[src/hdl/slipcrc_pkg.sv]
// Shared constants, result word type and CRC-16 byte update for the SLIP receiver.
package slipcrc_pkg;

   localparam logic [7:0] SLIP_END     = 8'hC0;
   localparam logic [7:0] SLIP_ESC     = 8'hDB;
   localparam logic [7:0] SLIP_ESC_END = 8'hDC;
   localparam logic [7:0] SLIP_ESC_ESC = 8'hDD;

   localparam logic [15:0] CRC_POLY = 16'h8005;
   localparam logic [15:0] CRC_INIT = 16'h0000;

   localparam int MIN_FRAME_BYTES = 8;
   localparam int LEN_WIDTH       = 11;
   localparam int STATUS_WIDTH    = 3;

   localparam logic KIND_DATA    = 1'b0;
   localparam logic KIND_VERDICT = 1'b1;

   localparam logic [STATUS_WIDTH-1:0] ST_OK  = 3'd0;
   localparam logic [STATUS_WIDTH-1:0] ST_LEN = 3'd1;
   localparam logic [STATUS_WIDTH-1:0] ST_CRC = 3'd2;
   localparam logic [STATUS_WIDTH-1:0] ST_ESC = 3'd3;
   localparam logic [STATUS_WIDTH-1:0] ST_OVF = 3'd4;

   typedef struct packed {
      logic                    out_kind;
      logic [7:0]              out_byte;
      logic [STATUS_WIDTH-1:0] frame_status;
      logic [LEN_WIDTH-1:0]    payload_length;
   } rsp_word_type;

   // CRC-16, MSB first, one byte per call
   function automatic logic [15:0] crc16_update(input logic [15:0] crc,
                                                input logic [7:0]  data);
      logic [15:0] c;
      c = crc ^ {data, 8'h00};
      for (int i = 0; i < 8; i++) begin
         c = c[15] ? ({c[14:0], 1'b0} ^ CRC_POLY) : {c[14:0], 1'b0};
      end
      return c;
   endfunction

endpackage

[src/hdl/slipcrc_req_if.sv]
// Input channel: one raw SLIP byte per word with valid/ready handshake.
interface slipcrc_req_if;
   logic       valid;
   logic       ready;
   logic [7:0] rx_byte;

   modport source (output valid, output rx_byte, input ready);
   modport sink   (input valid, input rx_byte, output ready);
endinterface

[src/hdl/slipcrc_rsp_if.sv]
// Result channel: decoded payload bytes and frame verdicts with valid/ready handshake.
interface slipcrc_rsp_if import slipcrc_pkg::*; ();
   logic                    valid;
   logic                    ready;
   logic                    out_kind;
   logic [7:0]              out_byte;
   logic [STATUS_WIDTH-1:0] frame_status;
   logic [LEN_WIDTH-1:0]    payload_length;

   modport source (output valid, output out_kind, output out_byte, output frame_status,
                   output payload_length, input ready);
   modport sink   (input valid, input out_kind, input out_byte, input frame_status,
                   input payload_length, output ready);
endinterface

[src/hdl/slip_frame_receiver_crc_check_core.sv]
// SLIP frame receiver with CRC-16 check: deframer, unescaper, CRC engine and result buffer.
// An accepted byte's result (if any) is registered in rsp_ff, or in skid_ff if stalled.
// Throughput: one raw byte per cycle while ready is high; byte decode and the eight-bit
// CRC update are combinational between frame state registers and a two-word result buffer.
// req_if.ready drops only while both result buffer slots are full.
// Reset (synchronous, active high): wait for END, empty buffer, crc_hi_first_ff = 1.
module slip_frame_receiver_crc_check_core import slipcrc_pkg::*; #(
   parameter int MAX_FRAME_BYTES = 1024
) (
   input  logic                 clock,
   input  logic                 reset,
   slipcrc_req_if.sink          req_if,
   slipcrc_rsp_if.source        rsp_if,
   input  logic                 csr_wr_en,
   input  logic                 csr_wr_data
);

   // byte counter must hold MAX_FRAME_BYTES itself
   localparam int CW = $clog2(MAX_FRAME_BYTES + 1);

   // configuration
   logic              crc_hi_first_ff;

   // frame state
   logic              in_frame_ff,   in_frame_in;
   logic              esc_pend_ff,   esc_pend_in;
   logic [CW-1:0]     byte_count_ff, byte_count_in;
   logic [15:0]       crc_ff,        crc_in;
   logic [7:0]        held0_ff,      held0_in;   // older held byte
   logic [7:0]        held1_ff,      held1_in;
   logic [15:0]       len_ff,        len_in;

   // result buffer: output register plus skid slot
   rsp_word_type      rsp_ff,        rsp_in;
   logic              rsp_valid_ff,  rsp_valid_in;
   rsp_word_type      skid_ff,       skid_in;
   logic              skid_valid_ff, skid_valid_in;

   logic              accept;
   logic              take;
   logic              push;
   rsp_word_type      new_word;
   logic [7:0]        rx;
   logic [7:0]        dec_byte;
   logic              have_byte;
   logic [CW-1:0]     emit_cnt;
   logic [15:0]       rx_crc;

   assign rx     = req_if.rx_byte;
   assign accept = req_if.valid && req_if.ready;
   assign take   = rsp_valid_ff && rsp_if.ready;

   // accept whenever the skid slot is free
   assign req_if.ready = !skid_valid_ff;

   assign rsp_if.valid          = rsp_valid_ff;
   assign rsp_if.out_kind       = rsp_ff.out_kind;
   assign rsp_if.out_byte       = rsp_ff.out_byte;
   assign rsp_if.frame_status   = rsp_ff.frame_status;
   assign rsp_if.payload_length = rsp_ff.payload_length;

   // payload bytes already passed out: the two newest decoded bytes are held back
   assign emit_cnt = (byte_count_ff >= CW'(2)) ? byte_count_ff - CW'(2) : '0;

   // received CRC in the configured byte order
   assign rx_crc = crc_hi_first_ff ? {held0_ff, held1_ff} : {held1_ff, held0_ff};

   // ---------------------------------------------------------------------------------------
   // Per-byte decode and frame state update
   // ---------------------------------------------------------------------------------------
   always_comb begin
      in_frame_in   = in_frame_ff;
      esc_pend_in   = esc_pend_ff;
      byte_count_in = byte_count_ff;
      crc_in        = crc_ff;
      held0_in      = held0_ff;
      held1_in      = held1_ff;
      len_in        = len_ff;
      push          = 1'b0;
      have_byte     = 1'b0;
      dec_byte      = rx;
      new_word      = '0;

      if (accept) begin
         if (rx == SLIP_END) begin
            // close the current frame (if it holds any byte) and open the next
            if (in_frame_ff && (byte_count_ff != '0)) begin
               push                    = 1'b1;
               new_word.out_kind       = KIND_VERDICT;
               new_word.payload_length = LEN_WIDTH'(emit_cnt);
               if ((byte_count_ff < CW'(MIN_FRAME_BYTES)) ||
                   (len_ff != 16'(byte_count_ff))) begin
                  new_word.frame_status = ST_LEN;
               end else if (rx_crc != crc_ff) begin
                  new_word.frame_status = ST_CRC;
               end else begin
                  new_word.frame_status = ST_OK;
               end
            end
            in_frame_in   = 1'b1;
            esc_pend_in   = 1'b0;
            byte_count_in = '0;
            crc_in        = CRC_INIT;
            held0_in      = 8'h00;
            held1_in      = 8'h00;
            len_in        = 16'h0000;
         end else if (in_frame_ff) begin
            if (esc_pend_ff) begin
               esc_pend_in = 1'b0;
               if (rx == SLIP_ESC_END) begin
                  dec_byte  = SLIP_END;
                  have_byte = 1'b1;
               end else if (rx == SLIP_ESC_ESC) begin
                  dec_byte  = SLIP_ESC;
                  have_byte = 1'b1;
               end else begin
                  // bad escape: abort and resync on next END
                  push                    = 1'b1;
                  new_word.out_kind       = KIND_VERDICT;
                  new_word.frame_status   = ST_ESC;
                  new_word.payload_length = LEN_WIDTH'(emit_cnt);
                  in_frame_in             = 1'b0;
                  byte_count_in           = '0;
               end
            end else if (rx == SLIP_ESC) begin
               esc_pend_in = 1'b1;
            end else begin
               have_byte = 1'b1;
            end

            if (have_byte) begin
               if (byte_count_ff >= CW'(MAX_FRAME_BYTES)) begin
                  // overflow: drop the byte, abort and resync
                  push                    = 1'b1;
                  new_word.out_kind       = KIND_VERDICT;
                  new_word.frame_status   = ST_OVF;
                  new_word.payload_length = LEN_WIDTH'(emit_cnt);
                  in_frame_in             = 1'b0;
                  esc_pend_in             = 1'b0;
                  byte_count_in           = '0;
               end else begin
                  // capture the big-endian length field from bytes 4 and 5
                  if (byte_count_ff == CW'(4)) begin
                     len_in = {dec_byte, 8'h00};
                  end else if (byte_count_ff == CW'(5)) begin
                     len_in = {len_ff[15:8], dec_byte};
                  end

                  if (byte_count_ff >= CW'(2)) begin
                     // release the oldest held byte as payload
                     push              = 1'b1;
                     new_word.out_kind = KIND_DATA;
                     new_word.out_byte = held0_ff;
                     crc_in            = crc16_update(crc_ff, held0_ff);
                     held0_in          = held1_ff;
                     held1_in          = dec_byte;
                  end else if (byte_count_ff[0]) begin
                     held1_in = dec_byte;
                  end else begin
                     held0_in = dec_byte;
                  end
                  byte_count_in = byte_count_ff + CW'(1);
               end
            end
         end
      end
   end

   // ---------------------------------------------------------------------------------------
   // Result buffer: output register with a skid slot behind it
   // ---------------------------------------------------------------------------------------
   always_comb begin
      rsp_in        = rsp_ff;
      rsp_valid_in  = rsp_valid_ff;
      skid_in       = skid_ff;
      skid_valid_in = skid_valid_ff;

      if (!rsp_valid_ff || take) begin
         if (skid_valid_ff) begin
            // advance the skid word; ready was low so nothing new arrives
            rsp_in        = skid_ff;
            rsp_valid_in  = 1'b1;
            skid_valid_in = 1'b0;
         end else begin
            rsp_in       = new_word;
            rsp_valid_in = push;
         end
      end else if (push) begin
         // hold the output word, park the new one
         skid_in       = new_word;
         skid_valid_in = 1'b1;
      end
   end

   always_ff @(posedge clock) begin
      if (reset) begin
         crc_hi_first_ff <= 1'b1;
         in_frame_ff     <= 1'b0;
         esc_pend_ff     <= 1'b0;
         byte_count_ff   <= '0;
         rsp_valid_ff    <= 1'b0;
         skid_valid_ff   <= 1'b0;
      end else begin
         if (csr_wr_en) begin
            crc_hi_first_ff <= csr_wr_data;
         end
         in_frame_ff   <= in_frame_in;
         esc_pend_ff   <= esc_pend_in;
         byte_count_ff <= byte_count_in;
         rsp_valid_ff  <= rsp_valid_in;
         skid_valid_ff <= skid_valid_in;
      end
   end

   // crc_ff, held and len_ff: always rewritten by the END that opens a frame before first use
   always_ff @(posedge clock) begin
      crc_ff   <= crc_in;
      held0_ff <= held0_in;
      held1_ff <= held1_in;
      len_ff   <= len_in;
      rsp_ff   <= rsp_in;
      skid_ff  <= skid_in;
   end

   // ---------------------------------------------------------------------------------------
   // Assertions
   // ---------------------------------------------------------------------------------------
   a_skid_behind_out: assert property (@(posedge clock) disable iff (reset)
      skid_valid_ff |-> rsp_valid_ff)
      else $error("skid slot full while output register empty");

   a_push_shows: assert property (@(posedge clock) disable iff (reset)
      push |=> rsp_valid_ff)
      else $error("result produced but not presented");

   a_count_bound: assert property (@(posedge clock) disable iff (reset)
      byte_count_ff <= CW'(MAX_FRAME_BYTES))
      else $error("byte count beyond frame limit");

   a_idle_clean: assert property (@(posedge clock) disable iff (reset)
      !in_frame_ff |-> (byte_count_ff == '0) && !esc_pend_ff)
      else $error("frame state left over while waiting for END");

endmodule
[src/flat_wrapper.sv]
// flat-port wrapper written by rule: the top's interface ports become plain ports
module slip_frame_receiver_crc_check_core_flat import slipcrc_pkg::*;
#(
   parameter int MAX_FRAME_BYTES = 1024
)
  (clock, reset, csr_wr_en, csr_wr_data, req_if_valid, req_if_rx_byte, req_if_ready, rsp_if_valid, rsp_if_out_kind, rsp_if_out_byte, rsp_if_frame_status, rsp_if_payload_length, rsp_if_ready);
  slipcrc_req_if req_if_i ();
  slipcrc_rsp_if rsp_if_i ();
  input  logic clock;
  input  logic reset;
  input  logic csr_wr_en;
  input  logic csr_wr_data;
  input wire logic [$bits(req_if_i.valid)-1:0] req_if_valid;
  input wire logic [$bits(req_if_i.rx_byte)-1:0] req_if_rx_byte;
  output wire logic [$bits(req_if_i.ready)-1:0] req_if_ready;
  output wire logic [$bits(rsp_if_i.valid)-1:0] rsp_if_valid;
  output wire logic [$bits(rsp_if_i.out_kind)-1:0] rsp_if_out_kind;
  output wire logic [$bits(rsp_if_i.out_byte)-1:0] rsp_if_out_byte;
  output wire logic [$bits(rsp_if_i.frame_status)-1:0] rsp_if_frame_status;
  output wire logic [$bits(rsp_if_i.payload_length)-1:0] rsp_if_payload_length;
  input wire logic [$bits(rsp_if_i.ready)-1:0] rsp_if_ready;
  assign req_if_i.valid = req_if_valid;
  assign req_if_i.rx_byte = req_if_rx_byte;
  assign req_if_ready = req_if_i.ready;
  assign rsp_if_valid = rsp_if_i.valid;
  assign rsp_if_out_kind = rsp_if_i.out_kind;
  assign rsp_if_out_byte = rsp_if_i.out_byte;
  assign rsp_if_frame_status = rsp_if_i.frame_status;
  assign rsp_if_payload_length = rsp_if_i.payload_length;
  assign rsp_if_i.ready = rsp_if_ready;
  slip_frame_receiver_crc_check_core #(.MAX_FRAME_BYTES(MAX_FRAME_BYTES)) u_core (.clock(clock), .reset(reset), .req_if(req_if_i), .rsp_if(rsp_if_i), .csr_wr_en(csr_wr_en), .csr_wr_data(csr_wr_data));
endmodule
[config.mk]
export PLATFORM = sky130hd
export DESIGN_NAME = slip_frame_receiver_crc_check_core_flat
export DESIGN_NICKNAME = d
export VERILOG_FILES = /design/src/hdl/slipcrc_pkg.sv /design/src/hdl/slipcrc_req_if.sv /design/src/hdl/slipcrc_rsp_if.sv /design/src/hdl/slip_frame_receiver_crc_check_core.sv /design/src/flat_wrapper.sv
export SDC_FILE = /design/constraint.sdc
export NUM_CORES = 1
export LEC_CHECK = 0
export BUFFER_PORTS_ARGS = -buffer_cell sky130_fd_sc_hd__buf_2
export CAP_MARGIN = 20
export CORE_MARGIN = 4
export CORE_UTILIZATION = 25
export DETAILED_ROUTE_END_ITERATION = 16
export PLACE_DENSITY = 0.4
export SLEW_MARGIN = 30
export SYNTH_ARGS = -nofsm -noshare
export SYNTH_HDL_FRONTEND = slang
export SYNTH_SLANG_ARGS = --single-unit
[constraint.sdc]
create_clock -name clock -period 3.12 [get_ports clock]
set_input_delay 0.468 -clock clock [delete_from_list [all_inputs] [get_ports clock]]
set_output_delay 0.468 -clock clock [all_outputs]
set_load 0.02 [all_outputs]
==> flow_summary.toml <==
[sta]
finClkSkew_ns = 0.00765
finalMaxSlewViolations = 0
whs_ns = 0.321
tightestPinTransition_ns = 0.869
slew_headroom = 0.420
setup_viol = 0
fin_crit_sh = 0.826
max_freq_ghz = 0.388
tns_ns = 0
period_needed_ns = 2.58
timing.final.hold_violations = 0
fin_ws_ns = 0.542
rsz0062_at_grt = "no"

[power]
power.density_mw_per_mm2 = 447
peakVddDrop_mv = 0.178
total_leakage_power_nw = 2.39
total_power_mw = 2.86

[critical_path]
crit_cells = 7
ff2ff_setup_slack_ns = 0.54
path_class = "in2reg"
end_kind = "flip-flop"
max_stage_delay_ns = 0.48
path_max_fanout = 30
crit_path_top_delay_cell = "and2_4"
setup.worst_path.end = "u_core.rsp_if.payload_length[3]"
timing.rr.end = "u_core.rsp_if.payload_length[3]"
path_cells = "buf_2, nor4_2, and2_4, o311ai_2, a21oi_2, nand2_1, o21ai_0"
start_kind = "input port"
reg2reg_depth = 7
required_ns = 3.29
cp.arrival_ns = 2.75
timing.rr.start = "u_core.byte_count_ff[1]"
worstSetupStartpoint = "req_if_rx_byte[0]"
crit_family = "simple AND/OR/NAND/NOR gates"
cp_num_buf_inv = 1

[clock_tree]
cts-root-buf = "clkbuf_16"
holdBufCountCts = 0
post_cts_resized = 0
cts_setup_buffers = 0
clkTransAtPathRegs_ns = 0.08
insertion_delay_ns = 0.35
numCtsBuffers = 9
cts_tree = "done"
ctsLongestPathBuffers = 2
cts_num_sinks = 110
h-tree-depth = 3

[floorplanning]
dieHeight_um = 158
fp-row-count = 54
io-pin-count = 39
core_mm2 = 0.0219
start_util = 0.255
die-area_mm2 = 0.0248
die_x_um = 158

[drt]
drcViolationCount = 0
vias = 3640
drt_wl_total_um = 13200
drt_pass1_iterations = 5
drt_iter0_markers = 267
viasPerCell = 4.49
wl_per_cell_um = 16.3
ant_nets = 0

[place]
pre_cts_ws_ns = 0.157
place_area_mm2 = 0.00609
hpwl_um = 9700
placedCellCount = 795
gp_congestion = 0.815
port_buffers = 38

[logic_synthesis]
synthCells = 488
synth_edf_count = 94
synth_nets = 508
synthArstFlopShare = 0
synth.distinct_cells = 62
yosysWarnings = 0
syn_area_per_cell_um2 = 11.5
synth_flop_cell = "edfxtp_1"
netlist_area_mm2 = 0.00559
ys_seq_elements = 110
ys_seq_area_frac = 0.562

[global_routing]
grt.total_usage = 0.110
antenna_found_initial = 0
overflow = 0
grt_max_degree = 31
grt_pass1_wl_um = 20900
grt_pass1_vias = 3574

[final_layout]
fin_area_mm2 = 0.00640
multi_input_area_mm2 = 0.00223
fillers = 2298
post_route_cells_drive_above_1_share = 0.190
fin_util = 0.292
final-seq-area_mm2 = 0.00314
layout.nets = 546
areaGrowthSynthToFinish_pct = 14.4
layout.cells.non_filler = 811
diodes = 0

[flow_run]
cap_viol_max_count = 0

[hold_path]
min_path_type = "in2reg"

[run_status]
status = "finished, final reports clean"
==> cells in the final DEF (no fill, tap or decap), types with 2 or more instances in the layout <==
| cell | Yosys | final |
|---|---|---|
| nand3_1 | 8 | 8 |
| and2_1 | 17 | 17 |
| xor2_1 | 18 | 18 |
| o21ai_1 | 7 | 7 |
| a22o_1 | 8 | 8 |
| buf_2 | 4 | 38 |
| inv_6 | 0 | 2 |
| xnor2_1 | 43 | 43 |
| a21boi_2 | 2 | 2 |
| nor4b_1 | 2 | 2 |
| and3_1 | 2 | 2 |
| buf_4 | 1 | 18 |
| and2_2 | 4 | 4 |
| and2_4 | 2 | 2 |
| nand4_1 | 7 | 7 |
| nand2b_1 | 3 | 3 |
| nor2_1 | 56 | 55 |
| nand2_1 | 51 | 51 |
| nor4_2 | 2 | 2 |
| a21oi_1 | 21 | 21 |
| dfxtp_1 | 16 | 16 |
| nor3_2 | 2 | 2 |
| o21ai_0 | 13 | 13 |
| inv_1 | 12 | 12 |
| edfxtp_1 | 94 | 94 |
| nor2b_1 | 3 | 3 |
| o211ai_1 | 2 | 2 |
| a21o_1 | 4 | 4 |
| nor3_1 | 9 | 9 |
| clkbuf_16 | 0 | 9 |
| mux2i_1 | 8 | 8 |
| or2b_2 | 2 | 2 |
| ha_1 | 6 | 6 |
| nor4_1 | 10 | 10 |
==> worst register-to-register path, delay by kind of cell, from the launching register on <==
family,cells,cell delay (ns)
compound gates,3,0.72
fa+ha+maj,1,0.26
buf+inv,2,0.31
flops,1,0.66
simple gates,1,0.44
==> cells in the mapped netlist (all sizes together) (4+ instances only) <==
cell | n | area [um^2]
clkbuf | 19 | 101
nor4 | 13 | 109
inv | 12 | 45.0
ha | 6 | 75.1
o21ai | 21 | 116
xnor2 | 44 | 393
a21o | 4 | 30.0
xor2 | 18 | 158
nor2b | 4 | 32.5
a21oi | 22 | 114
buf | 9 | 65.1
nand3 | 8 | 40.0
mux2i | 8 | 80.1
nor3 | 12 | 81.3
edfxtp | 94 | 2820
nand2 | 52 | 198
a22o | 9 | 80.1
nor2 | 56 | 210
and2 | 23 | 154
nand4 | 7 | 43.8
dfxtp | 16 | 320
==> layout make-up <==
cell class	count	share of cell area
Sequential cell	110	0.491
Multi-Input combinational cell	337	0.349
Tap cell	280	0.0547
Timing Repair Buffer	56	0.0508
Clock buffer	9	0.0352
Clock inverter	7	0.0125
Inverter	12	0.00704
==> logic make-up after synthesis <==
group / Yosys count / synth area share
mux: 8 / 0.0143
xor+xnor: 64 / 0.107
simple gates: 187 / 0.172
flops: 110 / 0.562
fa+ha+maj: 6 / 0.0134
buf+inv: 41 / 0.0396
compound gates: 72 / 0.0915
==> report_power, final <==
part | switching (mW) | internal, mW
clock | 0.564 | 0.635
combinational | 0.0467 | 0.0292
sequential | 0.00515 | 1.58
total | 0.616 | 2.24
==> worst min path at each step <==
stage                       startpoint                               to  slack (ns)  cells after the start
floorplan           u_core.skid_ff[22]           u_core.rsp_if.out_kind        0.50                      1
finish                     csr_wr_data           u_core.crc_hi_first_ff        0.32                      2
global route               csr_wr_data           u_core.crc_hi_first_ff        0.32                      2
detailed placement  u_core.skid_ff[11]    u_core.rsp_if.frame_status[0]        0.51                      1
global placement     u_core.skid_ff[8]  u_core.rsp_if.payload_length[8]        0.51                      2
CTS                        csr_wr_data           u_core.crc_hi_first_ff        0.30                      2
==> registers in the layout (all words and copies together), names as in the netlist <==
name	count
u_core.rsp_if.frame_status	3
u_core.rsp_if.payload_length	11
u_core.held0_ff	8
u_core.crc_ff	16
u_core.crc_hi_first_ff	1
u_core.skid_valid_ff	1
u_core.skid_ff	23
u_core.rsp_if.out_byte	8
u_core.rsp_if.out_kind	1
u_core.rsp_if.valid	1
u_core.len_ff	16
u_core.byte_count_ff	11
u_core.held1_ff	8
u_core.esc_pend_ff	1
u_core.in_frame_ff	1
==> metal layers <==
metal | wire length, um | up-vias | part of all wire | GRT usage
met3 | 742 | 10 | 0.056 | 0.0210
met1 | 6920 | 1733 | 0.52 | 0.171
met5 | 0 | - | 0 | 0
met2 | 5350 | 100 | 0.41 | 0.152
li1 | - | 1797 | - | -
met4 | 166 | 0 | 0.013 | 0.0369
Power figures use the tool's default switching activity.
